$ cat src/rtl/wstd_pkg.sv
// shared types and constants for the window statistics threshold detector
package wstd_pkg;

  localparam int WINDOW_MAX_DEF  = 16;
  localparam int SAMPLE_BITS_DEF = 10;

  localparam int CFG_IDX_W  = 3;
  localparam int CFG_DATA_W = 16;

  localparam int INTERVAL_W = 16;
  localparam int WLEN_W     = 5;
  localparam int DEVT_W     = 11;
  localparam int DELT_W     = 10;
  localparam int CMP_W      = 19;

  localparam logic [WLEN_W-1:0] WLEN_RESET = WLEN_W'(8);

  typedef enum logic [CFG_IDX_W-1:0] {
    CFG_SAMPLE_INTERVAL = 3'd0,
    CFG_WINDOW_LENGTH   = 3'd1,
    CFG_DEV_THRESHOLD   = 3'd2,
    CFG_DELTA_THRESHOLD = 3'd3,
    CFG_DIRECTION       = 3'd4
  } cfg_idx_t;

  typedef enum logic [1:0] {
    ST_IDLE,
    ST_WALK,
    ST_DIV,
    ST_FIN
  } wstd_state_t;

endpackage

$ cat src/rtl/wstd_in_if.sv
// input channel carrying one converter reading per transaction
interface wstd_in_if
  import wstd_pkg::*;
#(
  parameter int SAMPLE_BITS = SAMPLE_BITS_DEF
) ();
  logic                   valid;
  logic                   ready;
  logic [SAMPLE_BITS-1:0] reading;

  modport source (output valid, output reading, input ready);
  modport sink   (input valid, input reading, output ready);
endinterface

$ cat src/rtl/wstd_out_if.sv
// result channel carrying the window statistics of one tick
interface wstd_out_if
  import wstd_pkg::*;
#(
  parameter int SAMPLE_BITS = SAMPLE_BITS_DEF
) ();
  logic                          valid;
  logic                          ready;
  logic                          sampled;
  logic [SAMPLE_BITS-1:0]        newest;
  logic [SAMPLE_BITS-1:0]        average;
  logic [SAMPLE_BITS-1:0]        window_max;
  logic [SAMPLE_BITS-1:0]        window_min;
  logic signed [SAMPLE_BITS:0]   deviation;
  logic [SAMPLE_BITS-1:0]        spread;
  logic signed [SAMPLE_BITS:0]   step_change;
  logic                          firing;

  modport source (
    output valid, output sampled, output newest, output average, output window_max,
    output window_min, output deviation, output spread, output step_change,
    output firing, input ready
  );
  modport sink (
    input valid, input sampled, input newest, input average, input window_max,
    input window_min, input deviation, input spread, input step_change,
    input firing, output ready
  );
endinterface

$ cat src/rtl/window_stats_threshold_detector_unit.sv
// moving window statistics and threshold detector, top level
//
// in_ch takes one reading per millisecond tick; each transaction gives exactly
// one result transaction on out_ch with newest, average, max, min, deviation,
// spread, step change and a firing flag. cfg_we/cfg_idx/cfg_wdata write the
// five setup registers (interval, length, deviation threshold, delta
// threshold, direction); the user must do so only while the block is idle,
// which the block itself does not enforce. The history lives in a circular
// buffer memory; one shared adder walks the window (one entry a cycle, read
// data registered) and then runs a restoring divide of the sum by the
// length, one quotient bit a cycle.
// in_ch.ready is low from the input transaction until the block is back in
// idle, so a new reading is taken only after the last one has been walked,
// divided and finished.
// A finished result sits in the output register while the next reading is
// already taken; if the receiver still stalls at the end of that next divide,
// the block waits there.
// Reset clears the registers to their defaults and the history to empty; the
// first reading after reset stands for the whole window, no clearing pass.
module window_stats_threshold_detector_unit
  import wstd_pkg::*;
#(
  parameter int WINDOW_MAX  = WINDOW_MAX_DEF,
  parameter int SAMPLE_BITS = SAMPLE_BITS_DEF
) (
  input  logic                  clk,
  input  logic                  rst_n,
  wstd_in_if.sink               in_ch,
  wstd_out_if.source            out_ch,
  input  logic                  cfg_we,
  input  logic [CFG_IDX_W-1:0]  cfg_idx,
  input  logic [CFG_DATA_W-1:0] cfg_wdata
);

  localparam int SB     = SAMPLE_BITS;
  localparam int LEN_W  = $clog2(WINDOW_MAX + 1);
  localparam int AW     = (WINDOW_MAX > 1) ? $clog2(WINDOW_MAX) : 1;
  localparam int SUM_W  = SB + LEN_W;
  localparam int DCNT_W = $clog2(SUM_W);
  localparam logic [AW-1:0]     LAST_ADDR = AW'(WINDOW_MAX - 1);
  localparam logic [LEN_W-1:0]  FULL_CNT  = LEN_W'(WINDOW_MAX);
  localparam logic [DCNT_W-1:0] LAST_DIV  = DCNT_W'(SUM_W - 1);

  // setup registers
  logic [INTERVAL_W-1:0]    cfg_interval_r;
  logic [WLEN_W-1:0]        cfg_wlen_r;
  logic signed [DEVT_W-1:0] cfg_devt_r;
  logic [DELT_W-1:0]        cfg_delt_r;
  logic                     cfg_dir_r;

  always_ff @(posedge clk) begin
    if (!rst_n) begin
      cfg_interval_r <= '0;
      cfg_wlen_r     <= WLEN_RESET;
      cfg_devt_r     <= '0;
      cfg_delt_r     <= '0;
      cfg_dir_r      <= 1'b0;
    end else if (cfg_we) begin
      case (cfg_idx_t'(cfg_idx))
        CFG_SAMPLE_INTERVAL: cfg_interval_r <= cfg_wdata[INTERVAL_W-1:0];
        CFG_WINDOW_LENGTH:   cfg_wlen_r     <= cfg_wdata[WLEN_W-1:0];
        CFG_DEV_THRESHOLD:   cfg_devt_r     <= $signed(cfg_wdata[DEVT_W-1:0]);
        CFG_DELTA_THRESHOLD: cfg_delt_r     <= cfg_wdata[DELT_W-1:0];
        CFG_DIRECTION:       cfg_dir_r      <= cfg_wdata[0];
        default: ;
      endcase
    end
  end

  // control and datapath registers
  wstd_state_t           state_r, state_nxt;
  logic                  primed_r;
  logic [INTERVAL_W-1:0] elapsed_r;
  logic [AW-1:0]         head_r;
  logic [LEN_W-1:0]      cnt_r;
  logic [SB-1:0]         fill_r;
  logic [LEN_W-1:0]      len_r;
  logic                  sampled_r;
  logic [AW-1:0]         addr_r;
  logic [LEN_W-1:0]      issue_cnt_r;
  logic [LEN_W-1:0]      proc_cnt_r;
  logic                  pend_r;
  logic                  pend_real_r;
  logic [SB-1:0]         rd_q_r;
  logic [SUM_W-1:0]      sum_r;
  logic [SB-1:0]         newest_r, prev_r, hi_r, lo_r;
  logic [SUM_W-1:0]      quo_r;
  logic [LEN_W-1:0]      rem_r;
  logic [DCNT_W-1:0]     div_cnt_r;
  logic                  out_valid_r;

  logic [SB-1:0] mem [WINDOW_MAX];

  // state machine outputs
  logic             in_ready;
  logic             alu_sub;
  logic [SUM_W-1:0] alu_a, alu_b;
  logic [SUM_W:0]   alu_y;

  // accept-side logic
  logic                  in_acc;
  logic [INTERVAL_W-1:0] elapsed_inc;
  logic                  take;
  logic [AW-1:0]         head_inc;
  logic                  mem_we;
  logic [AW-1:0]         mem_waddr;
  logic [LEN_W-1:0]      len_c;

  assign in_acc      = in_ch.valid && in_ready;
  assign elapsed_inc = (elapsed_r == '1) ? elapsed_r : elapsed_r + 1'b1;
  assign take        = elapsed_inc >= cfg_interval_r;
  assign head_inc    = (head_r == LAST_ADDR) ? '0 : head_r + 1'b1;
  assign mem_we      = in_acc && (!primed_r || take);
  assign mem_waddr   = primed_r ? head_inc : '0;

  always_comb begin
    if (cfg_wlen_r == '0) begin
      len_c = LEN_W'(1);
    end else if (32'(cfg_wlen_r) > WINDOW_MAX) begin
      len_c = FULL_CNT;
    end else begin
      len_c = LEN_W'(cfg_wlen_r);
    end
  end

  // walk and divide signals
  logic [SB-1:0]    s_cur;
  logic             issue;
  logic             walk_last;
  logic [LEN_W:0]   div_shift;
  logic             out_free;

  assign s_cur     = pend_real_r ? rd_q_r : fill_r;
  assign issue     = issue_cnt_r < len_r;
  assign walk_last = pend_r && ((proc_cnt_r + 1'b1) == len_r);
  assign div_shift = {rem_r, quo_r[SUM_W-1]};
  assign out_free  = !out_valid_r || out_ch.ready;

  // shared adder: accumulates in the walk, trial-subtracts in the divide
  assign alu_y = {1'b0, alu_a} + {1'b0, (alu_sub ? ~alu_b : alu_b)} + (SUM_W+1)'(alu_sub);

  always_comb begin
    state_nxt = state_r;
    case (state_r)
      ST_IDLE: if (in_acc) state_nxt = ST_WALK;
      ST_WALK: if (walk_last) state_nxt = ST_DIV;
      ST_DIV:  if (div_cnt_r == LAST_DIV) state_nxt = ST_FIN;
      ST_FIN:  if (out_free) state_nxt = ST_IDLE;
      default: state_nxt = ST_IDLE;
    endcase
  end

  always_comb begin
    in_ready = 1'b0;
    alu_sub  = 1'b0;
    alu_a    = sum_r;
    alu_b    = SUM_W'(s_cur);
    case (state_r)
      ST_IDLE: in_ready = 1'b1;
      ST_DIV: begin
        alu_sub = 1'b1;
        alu_a   = SUM_W'(div_shift);
        alu_b   = SUM_W'(len_r);
      end
      default: ;
    endcase
  end

  always_ff @(posedge clk) begin
    if (!rst_n) begin
      state_r     <= ST_IDLE;
      primed_r    <= 1'b0;
      elapsed_r   <= '0;
      head_r      <= '0;
      cnt_r       <= '0;
      pend_r      <= 1'b0;
      out_valid_r <= 1'b0;
    end else begin
      state_r <= state_nxt;
      if (in_acc) begin
        if (!primed_r) begin
          primed_r  <= 1'b1;
          head_r    <= '0;
          cnt_r     <= LEN_W'(1);
          elapsed_r <= '0;
        end else if (take) begin
          head_r    <= head_inc;
          cnt_r     <= (cnt_r == FULL_CNT) ? cnt_r : cnt_r + 1'b1;
          elapsed_r <= '0;
        end else begin
          elapsed_r <= elapsed_inc;
        end
      end
      pend_r <= (state_r == ST_WALK) && issue;
      if (state_r == ST_FIN && out_free) begin
        out_valid_r <= 1'b1;
      end else if (out_ch.ready) begin
        out_valid_r <= 1'b0;
      end
    end
  end

  // history memory, read data registered
  always_ff @(posedge clk) begin
    if (mem_we) begin
      mem[mem_waddr] <= in_ch.reading;
    end
    rd_q_r <= mem[addr_r];
  end

  always_ff @(posedge clk) begin
    case (state_r)
      ST_IDLE: begin
        if (in_acc) begin
          if (!primed_r) begin
            fill_r <= in_ch.reading;
          end
          sampled_r   <= !primed_r || take;
          len_r       <= len_c;
          addr_r      <= mem_we ? mem_waddr : head_r;
          issue_cnt_r <= '0;
          proc_cnt_r  <= '0;
          sum_r       <= '0;
        end
      end
      ST_WALK: begin
        if (issue) begin
          pend_real_r <= issue_cnt_r < cnt_r;
          addr_r      <= (addr_r == '0) ? LAST_ADDR : addr_r - 1'b1;
          issue_cnt_r <= issue_cnt_r + 1'b1;
        end
        if (pend_r) begin
          sum_r      <= alu_y[SUM_W-1:0];
          proc_cnt_r <= proc_cnt_r + 1'b1;
          if (proc_cnt_r == '0) begin
            newest_r <= s_cur;
            hi_r     <= s_cur;
            lo_r     <= s_cur;
          end else begin
            if (s_cur > hi_r) hi_r <= s_cur;
            if (s_cur < lo_r) lo_r <= s_cur;
          end
          if (proc_cnt_r == LEN_W'(1)) begin
            prev_r <= s_cur;
          end
        end
        if (walk_last) begin
          quo_r     <= alu_y[SUM_W-1:0];
          rem_r     <= '0;
          div_cnt_r <= '0;
        end
      end
      ST_DIV: begin
        // carry out of the trial subtract means the divisor fits
        rem_r     <= alu_y[SUM_W] ? alu_y[LEN_W-1:0] : div_shift[LEN_W-1:0];
        quo_r     <= {quo_r[SUM_W-2:0], alu_y[SUM_W]};
        div_cnt_r <= div_cnt_r + 1'b1;
      end
      default: ;
    endcase
  end

  // result evaluation
  logic [SB-1:0]           avg_c, dn_c, up_c, spread_c;
  logic signed [SB:0]      dev_c, step_c;
  logic signed [CMP_W-1:0] thr_x, dev_x, thr_abs, dev_abs;
  logic                    by_dev, by_delta;

  assign avg_c    = quo_r[SB-1:0];
  assign dev_c    = $signed({1'b0, newest_r}) - $signed({1'b0, avg_c});
  assign dn_c     = newest_r - lo_r;
  assign up_c     = hi_r - newest_r;
  assign spread_c = (!cfg_dir_r && (up_c > dn_c)) ? up_c : dn_c;
  assign step_c   = (len_r == LEN_W'(1)) ? '0
                  : $signed({1'b0, prev_r}) - $signed({1'b0, newest_r});
  assign thr_x    = CMP_W'(cfg_devt_r);
  assign dev_x    = CMP_W'(dev_c);
  assign thr_abs  = (thr_x < 0) ? -thr_x : thr_x;
  assign dev_abs  = (dev_x < 0) ? -dev_x : dev_x;

  always_comb begin
    by_dev = 1'b0;
    if (cfg_devt_r != '0) begin
      if (cfg_dir_r && (thr_x < 0) && (dev_x < 0)) begin
        by_dev = thr_x > dev_x;
      end else begin
        by_dev = thr_abs < dev_abs;
      end
    end
  end

  assign by_delta = (cfg_delt_r != '0) && ((newest_r == lo_r) || (newest_r == hi_r))
                  && (32'(spread_c) >= 32'(cfg_delt_r));

  always_ff @(posedge clk) begin
    if (state_r == ST_FIN && out_free) begin
      out_ch.sampled     <= sampled_r;
      out_ch.newest      <= newest_r;
      out_ch.average     <= avg_c;
      out_ch.window_max  <= hi_r;
      out_ch.window_min  <= lo_r;
      out_ch.deviation   <= dev_c;
      out_ch.spread      <= spread_c;
      out_ch.step_change <= step_c;
      out_ch.firing      <= by_dev || by_delta;
    end
  end

  assign in_ch.ready  = in_ready;
  assign out_ch.valid = out_valid_r;

  a_cnt_bound: assert property (@(posedge clk) disable iff (!rst_n)
    32'(cnt_r) <= WINDOW_MAX)
    else $error("history fill count beyond window depth");

  a_head_bound: assert property (@(posedge clk) disable iff (!rst_n)
    32'(head_r) < WINDOW_MAX)
    else $error("circular buffer head out of range");

  a_rem_bound: assert property (@(posedge clk) disable iff (!rst_n)
    state_r == ST_DIV |-> rem_r < len_r)
    else $error("divide remainder not below divisor");

  a_min_max: assert property (@(posedge clk) disable iff (!rst_n)
    state_r == ST_DIV |-> lo_r <= hi_r)
    else $error("window min above window max");

  a_result_out: assert property (@(posedge clk) disable iff (!rst_n)
    (state_r == ST_FIN && out_free) |=> (out_valid_r && state_r == ST_IDLE))
    else $error("finished result not presented");

endmodule

$ cat src/flat_wrapper.sv
// flat-port wrapper written by rule: the top's interface ports become plain ports
module window_stats_threshold_detector_unit_flat import wstd_pkg::*;
#(
  parameter int WINDOW_MAX  = WINDOW_MAX_DEF,
  parameter int SAMPLE_BITS = SAMPLE_BITS_DEF
)
  (clk, rst_n, cfg_we, cfg_idx, cfg_wdata, in_ch_valid, in_ch_reading, in_ch_ready, out_ch_valid, out_ch_sampled, out_ch_newest, out_ch_average, out_ch_window_max, out_ch_window_min, out_ch_deviation, out_ch_spread, out_ch_step_change, out_ch_firing, out_ch_ready);
  wstd_in_if #(.SAMPLE_BITS(SAMPLE_BITS)) in_ch_i ();
  wstd_out_if #(.SAMPLE_BITS(SAMPLE_BITS)) out_ch_i ();
  input  logic clk;
  input  logic rst_n;
  input  logic cfg_we;
  input  logic [CFG_IDX_W-1:0] cfg_idx;
  input  logic [CFG_DATA_W-1:0] cfg_wdata;
  input wire logic [$bits(in_ch_i.valid)-1:0] in_ch_valid;
  input wire logic [$bits(in_ch_i.reading)-1:0] in_ch_reading;
  output wire logic [$bits(in_ch_i.ready)-1:0] in_ch_ready;
  output wire logic [$bits(out_ch_i.valid)-1:0] out_ch_valid;
  output wire logic [$bits(out_ch_i.sampled)-1:0] out_ch_sampled;
  output wire logic [$bits(out_ch_i.newest)-1:0] out_ch_newest;
  output wire logic [$bits(out_ch_i.average)-1:0] out_ch_average;
  output wire logic [$bits(out_ch_i.window_max)-1:0] out_ch_window_max;
  output wire logic [$bits(out_ch_i.window_min)-1:0] out_ch_window_min;
  output wire logic [$bits(out_ch_i.deviation)-1:0] out_ch_deviation;
  output wire logic [$bits(out_ch_i.spread)-1:0] out_ch_spread;
  output wire logic [$bits(out_ch_i.step_change)-1:0] out_ch_step_change;
  output wire logic [$bits(out_ch_i.firing)-1:0] out_ch_firing;
  input wire logic [$bits(out_ch_i.ready)-1:0] out_ch_ready;
  assign in_ch_i.valid = in_ch_valid;
  assign in_ch_i.reading = in_ch_reading;
  assign in_ch_ready = in_ch_i.ready;
  assign out_ch_valid = out_ch_i.valid;
  assign out_ch_sampled = out_ch_i.sampled;
  assign out_ch_newest = out_ch_i.newest;
  assign out_ch_average = out_ch_i.average;
  assign out_ch_window_max = out_ch_i.window_max;
  assign out_ch_window_min = out_ch_i.window_min;
  assign out_ch_deviation = out_ch_i.deviation;
  assign out_ch_spread = out_ch_i.spread;
  assign out_ch_step_change = out_ch_i.step_change;
  assign out_ch_firing = out_ch_i.firing;
  assign out_ch_i.ready = out_ch_ready;
  window_stats_threshold_detector_unit #(.WINDOW_MAX(WINDOW_MAX), .SAMPLE_BITS(SAMPLE_BITS)) u_core (.clk(clk), .rst_n(rst_n), .in_ch(in_ch_i), .out_ch(out_ch_i), .cfg_we(cfg_we), .cfg_idx(cfg_idx), .cfg_wdata(cfg_wdata));
endmodule
$ cat config.mk
export PLATFORM = sky130hd
export DESIGN_NAME = window_stats_threshold_detector_unit_flat
export DESIGN_NICKNAME = d
export VERILOG_FILES = /design/src/rtl/wstd_pkg.sv /design/src/rtl/wstd_in_if.sv /design/src/rtl/wstd_out_if.sv /design/src/rtl/window_stats_threshold_detector_unit.sv /design/src/flat_wrapper.sv
export SDC_FILE = /design/constraint.sdc
export NUM_CORES = 1
export LEC_CHECK = 0
export ABC_AREA = 1
export BUFFER_PORTS_ARGS = -buffer_cell sky130_fd_sc_hd__clkbuf_2
export CORE_ASPECT_RATIO = 1.2
export CORE_MARGIN = 2
export CORE_UTILIZATION = 50
export CTS_BUF_LIST = sky130_fd_sc_hd__clkbuf_16
export CTS_CLUSTER_DIAMETER = 30
export DETAILED_ROUTE_END_ITERATION = 12
export PLACE_DENSITY = 0.67
export REMOVE_ABC_BUFFERS = 1
export SLEW_MARGIN = 5
export SYNTH_ARGS = -nofsm -noshare
export SYNTH_HDL_FRONTEND = slang
export SYNTH_SLANG_ARGS = --single-unit
$ cat constraint.sdc
create_clock -name clk -period 7.67 [get_ports clk]
set_input_delay 0.3835 -clock clk [delete_from_list [all_inputs] [get_ports clk]]
set_output_delay 0.3835 -clock clk [all_outputs]
set_load 0.005 [all_outputs]
Word level (Yosys, flattened, before mapping)
Memory sizes are Yosys's and may differ from the RTL's. A register that Yosys moved wholly into a read port is not among the register bits.
Index checks and enable logic that the tools add are counted.
- bits in registers: 257
- RAM bits: 160
- bits of input ports: 34
- output and inout port bits: 76
- logic and storage cells: 194
- memories kept: 1
- add/sub/neg operators: 15
- $lt $le $gt $ge: 12
- eq/ne operators: 24
- muxes and demuxes: 55
- bitwise operators: 2
- reductions and logical operators: 48
- memory list (memory ; words ; width ; read ports ; clocked after Yosys merged registers in ; wr ports ; line ; text):
    u_core.mem ; 16 ; 10 ; 1 ; 1 ; 1 ; window_stats_threshold_detector_unit.sv:92 ; logic [SB-1:0] mem [WINDOW_MAX];
- operators with widths (kind ; count):
    15-bit 2-to-1 mux ; 5
    10-bit 2-to-1 mux ; 7
    15-bit one-hot mux with 2 select lines ; 2
    16-bit 2-to-1 mux ; 3
    5-bit 2-to-1 mux ; 9
    19-bit 2-to-1 mux ; 2
    11-bit negation with 19-bit output ; 2
    4-bit 2-to-1 mux ; 9
    5-bit one-hot mux with 2 select lines ; 3
    3-bit AND reduction ; 8
    11-bit by 1-bit < comparator with 1-bit output, second input constant ; 2
    10-bit by 10-bit subtractor with 11-bit output ; 2
    10-bit == test ; 2
    10-bit greater-than comparator ; 2
    10-bit subtractor ; 2
    19-bit < comparator ; 1
    2-bit AND reduction ; 9
    15-bit by 15-bit adder with 16-bit output ; 1
    16-bit by 1-bit adder with 16-bit output ; 1
    16-bit by 1-bit adder with 16-bit output, second input constant ; 1
    16-bit == test, second input constant ; 1
    16-bit greater-or-equal comparator ; 1
    4-bit one-hot mux with 2 select lines ; 2
    5-bit by 1-bit adder with 5-bit output, second input constant ; 3
    35 further kinds ; 76

Logic depth before layout (Yosys ltp)
Gate-level depths: netlist of run 1.
- depth after elaboration: 8
- gate-level depth with buffers: 27
- mapped depth without buffers: 27

Least setup slack after synthesis of run 1
OpenSTA, ideal clock, no wires.
- path type: register to register
- start: reg u_core.state_r[0]
- end: reg u_core.out_ch.average[0], enable pin
- library setup time: 0.530 ns
- arrival time: 4.148 ns
- required time: 7.140 ns
- path slack: 2.992 ns
- stages on the path, launching flop included: 4
- path buffers: 0
- clock period less this slack: 4.678 ns
- cells stage by stage: dfxtp_1 ha_1 inv_1 a21oi_1
- word-level cells in the longest chain between the ends: 2
- RTL lines (what ; line ; text):
    start: declaration ; window_stats_threshold_detector_unit.sv:71 ; wstd_state_t state_r, state_nxt;
    start signal: assignment ; window_stats_threshold_detector_unit.sv:179 ; state_r <= state_nxt;
    2-bit == test ; window_stats_threshold_detector_unit.sv:296 ; if (state_r == ST_FIN && out_free) begin
    1-bit logical AND ; window_stats_threshold_detector_unit.sv:296 ;
    end signal: assignment ; window_stats_threshold_detector_unit.sv:299 ; out_ch.average <= avg_c;
    end: declaration ; wstd_out_if.sv:20 ; output valid, output sampled, output newest, output average, output window_max,
Every way passes these cells.
A chain may end at the register's enable or synchronous reset.

Worst setup path after layout of run 1
- start: reg u_core.elapsed_r[0]
- end: mem u_core.mem[3][1] (netlist bit), enable pin
- word-level cells in the longest chain between the ends: 7
- elaborated cells on any way between the ends: 8
- those cells by class: add/sub (1); order compare (1); eq/ne (1); mux (3); reduce/logical (2)
- RTL lines (what ; line ; text):
    start: declaration ; window_stats_threshold_detector_unit.sv:73 ; logic [INTERVAL_W-1:0] elapsed_r;
    start signal: assignment ; window_stats_threshold_detector_unit.sv:191 ; elapsed_r <= elapsed_inc;
    16-bit by 1-bit adder with 16-bit output or 16-bit == test (tied branches) ; window_stats_threshold_detector_unit.sv:110 ; assign elapsed_inc = (elapsed_r == '1) ? elapsed_r : elapsed_r + 1'b1;
    16-bit 2-to-1 mux (*) ; window_stats_threshold_detector_unit.sv:110 ;
    16-bit greater-or-equal comparator (*) ; window_stats_threshold_detector_unit.sv:111 ; assign take = elapsed_inc >= cfg_interval_r;
    1-bit logical OR (*) ; window_stats_threshold_detector_unit.sv:113 ; assign mem_we = in_acc && (!primed_r || take);
    1-bit logical AND (*) ; window_stats_threshold_detector_unit.sv:113 ;
    1-bit 2-to-1 mux (*) ; window_stats_threshold_detector_unit.sv:205 ; if (mem_we) begin
    1-bit 2-to-1 mux (not written as such) (*) ; window_stats_threshold_detector_unit.sv:206 ; mem[mem_waddr] <= in_ch.reading;
    end: declaration ; window_stats_threshold_detector_unit.sv:92 ;
Mark *: on every way between the ends. The rest lies on a longest branch, timed or not.

==> flow_metrics.env, run 1 <==
export IMPL_yosys_most_used_dff="edfxtp_1"
export IMPL_rows=83
export IMPL_grt_pass1_wl_um=87500
export IMPL_fin_nets=2610
export IMPL_slowest_delay_ns=0.85
export IMPL_wl_met3_um=2870
export IMPL_diodes=0
export IMPL_syn_area_per_cell_um2=9.68
export IMPL_r2r_start="u_core.elapsed_r[0]$_SDFFE_PN0P_"
export IMPL_hp_class="in2reg"
export IMPL_fin_crit_sh_pct=61.9
export IMPL_grt_usage_pct=24.7
export IMPL_synthTopCellsByCount="nand2_1, edfxtp_1, nor2_1"
export IMPL_place_congestion=0.931
export IMPL_cts_tree="built"
export IMPL_cts_buffers=77
export IMPL_post_cts_buffers=0
export IMPL_port_buffers=109
export IMPL_drtAntennaViolNets=0
export IMPL_powerDensity_mw_per_mm2=399
export IMPL_ioPinCount=110
export IMPL_insertion_delay_ns=0.63
export IMPL_hpwl_um=39100
export IMPL_fmax_mhz=210
export IMPL_tightest_slew_ns=1.13
export IMPL_path_cells="ha_1 > nand2_1 > nor3_2 > nand2_2 > nor2_1 > nand2_1 > and2_1 > ha_1 > nand2_1 > nor3_1 > nand2_1 > nand4_2 > buf_4 > nand2_1 > inv_1 > nand3_1 > nor2_1"
export IMPL_worst_hold_slack_ns=0.0669
export IMPL_synth_top_area_cell="edfxtp_1"
export IMPL_p_leak_nw=10.7
export IMPL_netlist_instances=2258
export IMPL_highest_layer="met4"
export IMPL_async_reset_ff_share_pct=0
export IMPL_p_total_mw=10.3
export IMPL_yosys_top_cells_area="edfxtp_1, ha_1, dfxtp_1, nand2_1, nor2_1"
export IMPL_synth_most_common_cell="nand2_1"
export IMPL_clk_path_buf_depth=3
export IMPL_placeableCoreArea_mm2=0.0430
export IMPL_wl_um=55400
export IMPL_yosysUniqueCellTypes=53
export IMPL_vias_per_cell=5.49
export IMPL_grt_max_degree=83
export IMPL_crit_type="reg2reg"
export IMPL_die_x_um=195
export IMPL_slew_violations=0
export IMPL_reg2reg_to="u_core.mem[3][1]$_DFFE_PP_"
export IMPL_crit_slowest_cell="nor2_1"
export IMPL_start_util_pct=50.9
export IMPL_yosys_warnings=0
export IMPL_rsz0062_at_grt="no"
export IMPL_fin_crit_ns=4.75
export IMPL_outcome="completed"
export IMPL_cts_hold_buffers_added=0
export IMPL_finalWorstSetupSlack_ns=2.92
export IMPL_overflow=0
export IMPL_route_detailed_drc=0
export IMPL_numClockSinks=427
export IMPL_areaGrowthSynthToFinish_pct=18.2
export IMPL_cp_arrival_ns=4.98
export IMPL_synth_area_mm2=0.0219
export IMPL_cts_root_buf="clkbuf_16"
export IMPL_skew_ns=0.0490
export IMPL_wl_per_cell_um=18.3
export IMPL_clkSlewWorstSetupHoldPaths_ns=0.05
export IMPL_fp_dieH_um=233
export IMPL_die_area_mm2=0.0454
export IMPL_hold_depth=3
export IMPL_max_cap_violations=0
export IMPL_setup_tns_final_ns=0
export IMPL_wl_met2_um=28600
export IMPL_dr_first_iter_drc_count=1220
export IMPL_ys_seq_area_share_pct=54.8
export IMPL_synth_seq_cells=427
export IMPL_rr_worst_depth=17
export IMPL_drive_gt1_share_pct=11.9
export IMPL_synth_edff_count=344
export IMPL_antenna_found_initial=0
export IMPL_critPathMaxFanout=25
export IMPL_wl_met1_um=22100
export IMPL_setup_viol_count_final=0
export IMPL_final_core_util_pct=60.1
export IMPL_slew_headroom_pct=24.6
export IMPL_worst_setup_path_start_kind="flop"
export IMPL_synth_top_area_share_pct=47.2
export IMPL_cp_end_kind="flop"
export IMPL_vias=16600
export IMPL_hold_start="cfg_wdata[14]"
export IMPL_cts_resized_gates=0
export IMPL_grt_pass1_vias=16400
export IMPL_cp_common_cell="nand2_1"
export IMPL_post_place_ws_ns=2.99
export IMPL_ir_drop_v=0.000343
export IMPL_whs_endpoint="u_core.cfg_interval_r[14]$_SDFFE_PN0P_"
export IMPL_htree_levels=3
export IMPL_first_pass_iters=7
export IMPL_regToRegSetupSlack_ns=2.92
export IMPL_hold_viol=0
export IMPL_worstPathRequired_ns=7.90
-- layer usage --
metal  global-route usage (%)  vias up
li1                         -     8134
met1                     28.9     7854
met2                     45.2      523
met3                     3.71      114
met4                     10.5        0
met5                        0        -
-- logic make-up after synthesis --
kind of cell,share of synthesized area (%)
fa+ha+maj,9.50
simple gates,16.9
buf+inv,5.38
compound gates,10.9
flops,54.8
other cells,0.0343
xor+xnor,2.44
-- through the flow --
stage / area (um2) / cells
2_1_floorplan: 21600 / 2205
3_3_place_gp: 23000 / 2886
3_5_place_dp: 23000 / 2886
4_1_cts: 25800 / 3030
5_1_grt: 25800 / 3030
6_report: 25800 / 3030
-- critical path: cells and delay by family (launching register included) --
kind	cells	cell delay (ns)
adders and majority gates	2	0.53
buffers and inverters	2	0.58
DFF	1	0.39
and+or+nand+nor	13	2.86
-- where the power goes --
group,switching (mW),internal (mW),total (mW)
sequential,0.198,3.06,3.26
combinational,2.34,1.08,3.43
clock,1.26,2.37,3.63
total,3.80,6.51,10.3
-- worst max path at each step --
stage                                     startpoint                                 end  slack, ns  depth (start not counted)
finish              u_core.elapsed_r[0]$_SDFFE_PN0P_          u_core.mem[3][1]$_DFFE_PP_       2.92                         17
global route            u_core.newest_r[1]$_DFFE_PP_      u_core.out_ch.firing$_DFFE_PP_       2.52                         24
CTS                 u_core.elapsed_r[0]$_SDFFE_PN0P_         u_core.mem[11][6]$_DFFE_PP_       2.99                         17
detailed placement  u_core.elapsed_r[0]$_SDFFE_PN0P_         u_core.mem[11][1]$_DFFE_PP_       2.99                         17
global placement    u_core.elapsed_r[0]$_SDFFE_PN0P_         u_core.mem[11][1]$_DFFE_PP_       3.08                         17
floorplan             u_core.state_r[0]$_SDFFE_PN0P_  u_core.out_ch.average[0]$_DFFE_PP_       2.99                          3
-- state kept, by name, indices dropped and copies added (netlist names), 11 cells and up --
register / flops
u_core.mem: 160
u_core.cfg_interval_r: 16
u_core.elapsed_r: 16
u_core.quo_r: 15
u_core.sum_r: 15
u_core.cfg_devt_r: 11
u_core.out_ch.deviation: 11
u_core.out_ch.step_change: 11
-- placed cells by master, fill, tap and decap left out, types with 7 or more instances in the layout --
cell type   instances
conb_1             16
nand4_1            28
nor2_1            276
o21a_1              8
nand2_2            11
nand2_1           384
o211ai_1           17
nor3_1             34
o21ai_0           184
buf_4              20
nand3b_1           11
nand3_1           106
clkbuf_16          78
a21o_1              8
o221ai_1           30
clkinv_1           12
inv_6               9
clkbuf_2          109
ha_1              157
bufinv_16          14
clkinvlp_4          7
xnor2_1            17
clkinv_2           10
a21oi_1           145
inv_1             231
edfxtp_1          344
dfxtp_1            83
o22ai_1            12
xor2_1             44
clkinv_4            7
-- area by class of cell --
class	count	area, um2
sequential	427	12000
inverter	238	893
clock inverter	66	853
tap	552	691
timing repair buffer	129	696
multi-input combinational	1540	8770
clock buffer	78	1950
fill	3574	17100
No activity file was read; power rests on OpenSTA's default activity.
==> run 2, diff against run 1 <==
Settings changed: ABC_AREA 1 to 0.
Clock period 7.67 ns to 4.53 ns, I/O delays scaled along.
==> run 2 against run 1 <==
  * Core utilization grew 3.9 points
  * The flow now finishes with violations (negative setup slack)
  * Highest routed layer unchanged
  * Count of clock-buffer cells in the layout grew 1
  * Synthesized cell count decreased by 22%
==> flow_metrics.env, run 2 <==
export IMPL_outcome="complete, but fails checks"
export IMPL_violations="negative setup slack"
export IMPL_areaGrowthSynthToFinish_pct=25.7
export IMPL_path_cells="buf_6 > ha_1 > nor2b_1 > o21ai_1 > a21o_1 > a31oi_4 > buf_4 > xnor2_1 > ha_1 > nand4_1 > nor4_2 > a2111oi_2 > o21ai_2 > mux2_4 > ha_4 > nand2b_4 > a21o_1 > a21o_1 > a21oi_2 > o21ai_2 > a221oi_2 > o22ai_2"
export IMPL_regMostFlops="u_core.mem"
export IMPL_hold_viol=0
export IMPL_p_sw_mw=5.32
export IMPL_tightest_slew_ns=1.19
export IMPL_first_pass_iters=5
export IMPL_wl_per_cell_um=18.7
export IMPL_yosys_most_used_dff="edfxtp_1"
export IMPL_synth_edff_count=344
export IMPL_grt_max_degree=69
export IMPL_insertion_delay_ns=0.62
export IMPL_cp_arrival_ns=5.02
export IMPL_drive_gt1_share_pct=25.1
export IMPL_die_x_um=193
export IMPL_fmax_mhz=215
export IMPL_layout_commonest_cell="edfxtp_1"
export IMPL_yosysUniqueCellTypes=69
export IMPL_cp_end_kind="flop"
export IMPL_critPathMaxFanout=7
export IMPL_p_leak_nw=10.6
export IMPL_netlist_instances=1758
export IMPL_crit_buf_inv=2
export IMPL_hpwl_um=36000
export IMPL_ioPinCount=110
export IMPL_synth_top_area_share_pct=48.3
export IMPL_grt_pass1_vias=14800
export IMPL_p_seq_share_pct=32.8
export IMPL_wl_um=50500
export IMPL_internal_power_mw=10.8
export IMPL_fp_dieH_um=230
export IMPL_fin_crit_ns=4.66
export IMPL_final_core_util_pct=64.0
export IMPL_skew_ns=0.0327
export IMPL_placeableCoreArea_mm2=0.0420
export IMPL_yosys_warnings=0
export IMPL_overflow=0
export IMPL_vias_per_cell=5.45
export IMPL_route_detailed_drc=0
export IMPL_grt_pass1_wl_um=79900
export IMPL_critical_path_top_delay_family="compound AO/OA/AOI/OAI gates"
export IMPL_dr_first_iter_drc_count=989
export IMPL_rows=82
export IMPL_drtAntennaViolNets=0
export IMPL_power_frac_clock_pct=35.2
export IMPL_clk_path_buf_depth=3
export IMPL_powerDensity_mw_per_mm2=601
export IMPL_cts_buffers=77
export IMPL_slowest_delay_ns=0.42
export IMPL_synth_most_common_cell="edfxtp_1"
export IMPL_crit_type="reg2reg"
export IMPL_cts_tree="built"
export IMPL_finalWorstSetupSlack_ns=-0.131
export IMPL_diodes=0
export IMPL_comb_power_share_pct=32.0
export IMPL_slew_headroom_pct=20.4
export IMPL_max_cap_violations=0
export IMPL_port_buffers=109
export IMPL_numClockSinks=427
export IMPL_clkSlewWorstSetupHoldPaths_ns=0.05
export IMPL_yosys_top_cells_area="edfxtp_1, ha_1, dfxtp_1, mux4_2, nand2_1"
export IMPL_syn_area_per_cell_um2=12.2
export IMPL_final_cell_mix="edfxtp_1, nand2_1, buf_4"
export IMPL_ir_drop_v=0.000467
export IMPL_antenna_found_initial=0
export IMPL_synth_seq_cells=427
export IMPL_hp_class="in2reg"
export IMPL_worstPathRequired_ns=4.89
export IMPL_vias=14800
export IMPL_synthTopCellsByCount="edfxtp_1, nand2_1, ha_1"
export IMPL_start_util_pct=50.9
export IMPL_largest_reg_flops=160
export IMPL_ys_seq_area_share_pct=56.1
export IMPL_crit_slowest_cell="edfxtp_1"
export IMPL_setup_viol_count_final=1
export IMPL_htree_levels=3
export IMPL_cp_common_cell="a21o_1"
export IMPL_fin_nets=2294
export IMPL_cts_root_buf="clkbuf_16"
export IMPL_slew_violations=0
export IMPL_post_place_ws_ns=-0.631
export IMPL_die_area_mm2=0.0444
export IMPL_worst_setup_path_start_kind="flop"
export IMPL_async_reset_ff_share_pct=0
export IMPL_swShare_pct=32.9
export IMPL_reg_top3="u_core.mem: 160 flops, u_core.cfg_interval_r: 16 flops, u_core.elapsed_r: 16 flops"
export IMPL_place_congestion=0.891
export IMPL_synth_area_mm2=0.0214
export IMPL_synth_top_area_cell="edfxtp_1"
export IMPL_fin_crit_sh_pct=103
export IMPL_rsz0062_at_grt="yes"
export IMPL_grt_usage_pct=23.4
## run 2: cell count changes after synthesis, sizes merged, moves of 23 or more
| cell | change |
|---|---|
| xnor2 | +33 |
| nand2 | -222 |
| mux2 | +24 |
| nor2b | +23 |
| nor2 | -174 |
| mux2i | +28 |
| inv | -93 |
| mux4 | +50 |
| a21oi | -28 |
| o21ai | -125 |
| o221ai | -29 |
| nand3 | -65 |
## run 2: metal layers
metal,track usage [%],vias to the layer above,share of wire [%]
li1,-,7143,-
met1,28.9,7135,41
met2,40.4,365,51
met3,3.36,107,4.1
met4,10.2,0,3.6
met5,0,-,0
## run 2: final timing paths
check / from / end / slack [ns] / cells past startpoint
setup reg to reg: u_core.newest_r[1]$_DFFE_PP_ / u_core.out_ch.firing$_DFFE_PP_ / -0.13 / 22
setup / recovery: u_core.newest_r[1]$_DFFE_PP_ / u_core.out_ch.firing$_DFFE_PP_ / -0.13 / 22
hold reg to reg: u_core.sampled_r$_DFFE_PP_ / u_core.out_ch.sampled$_DFFE_PP_ / 0.42 / 0
hold / removal: out_ch_ready / u_core.out_ch.valid$_SDFFE_PN0P_ / 0.01 / 4
## run 2: stage by stage
stage                     setup TNS [ns]  area, um2  power, mW  cells  hold slack, ns
final                             -0.131      26900       16.2   2705          0.0115
after global routing              -0.353      26900       17.1   2705          0.0275
after CTS                         -0.102      26700       16.2   2697         0.00314
after global placement            -0.472      23600       10.2   2530           0.412
after detailed placement          -0.631      23600       10.4   2530           0.412
after floorplan                    -3.33      21200       8.79   1720           0.288
## run 2: logic make-up (layout without fill, tap and decap cells)
family | Yosys count | in the layout | share of synthesized area [%]
buf+inv | 195 | 582 | 3.50
xor+xnor | 80 | 80 | 3.28
simple gates | 496 | 496 | 11.0
fa+ha+maj | 163 | 163 | 9.72
other cells | 2 | 16 | 0.0351
flops | 427 | 427 | 56.1
compound gates | 293 | 293 | 8.47
mux | 102 | 102 | 7.90
## run 2: repair_timing
| action | CTS | global route |
|---|---|---|
| hold buffers | 18 | 0 |
| endpoints found under the hold margin | 42 | 0 |
| setup endpoints to repair | 1 | 81 |
| setup buffers | 8 | 8 |
| cloned | 0 | 0 |
| pin swaps | 23 | 24 |
| gates resized for setup | 41 | 27 |
## run 2: tightest hold or removal path: stages
cell      delay, ns
clkbuf_2       0.08
nor2b_1        0.10
nor2_1         0.11
nor2_1         0.06
## run 2: layout make-up
cell class	count	area [um2]
clock buffers	79	1980
clock inverters	62	667
fillers	3139	15100
inverters	143	537
multi-input cells	1150	8990
flip-flops and latches	427	12000
well taps	546	683
repair buffers	298	2020
## run 2: power by group through the flow
| stage | Clock [mW] | Combinational [mW] | Sequential [mW] |
|---|---|---|---|
| 5_1_grt | 5.97 | 5.74 | 5.35 |
| 3_3_place_gp | 0 | 4.87 | 5.35 |
| 6_report | 5.69 | 5.17 | 5.30 |
| 2_1_floorplan | 0 | 3.35 | 5.44 |
| 4_1_cts | 5.78 | 5.14 | 5.31 |
| 3_5_place_dp | 0 | 4.98 | 5.37 |
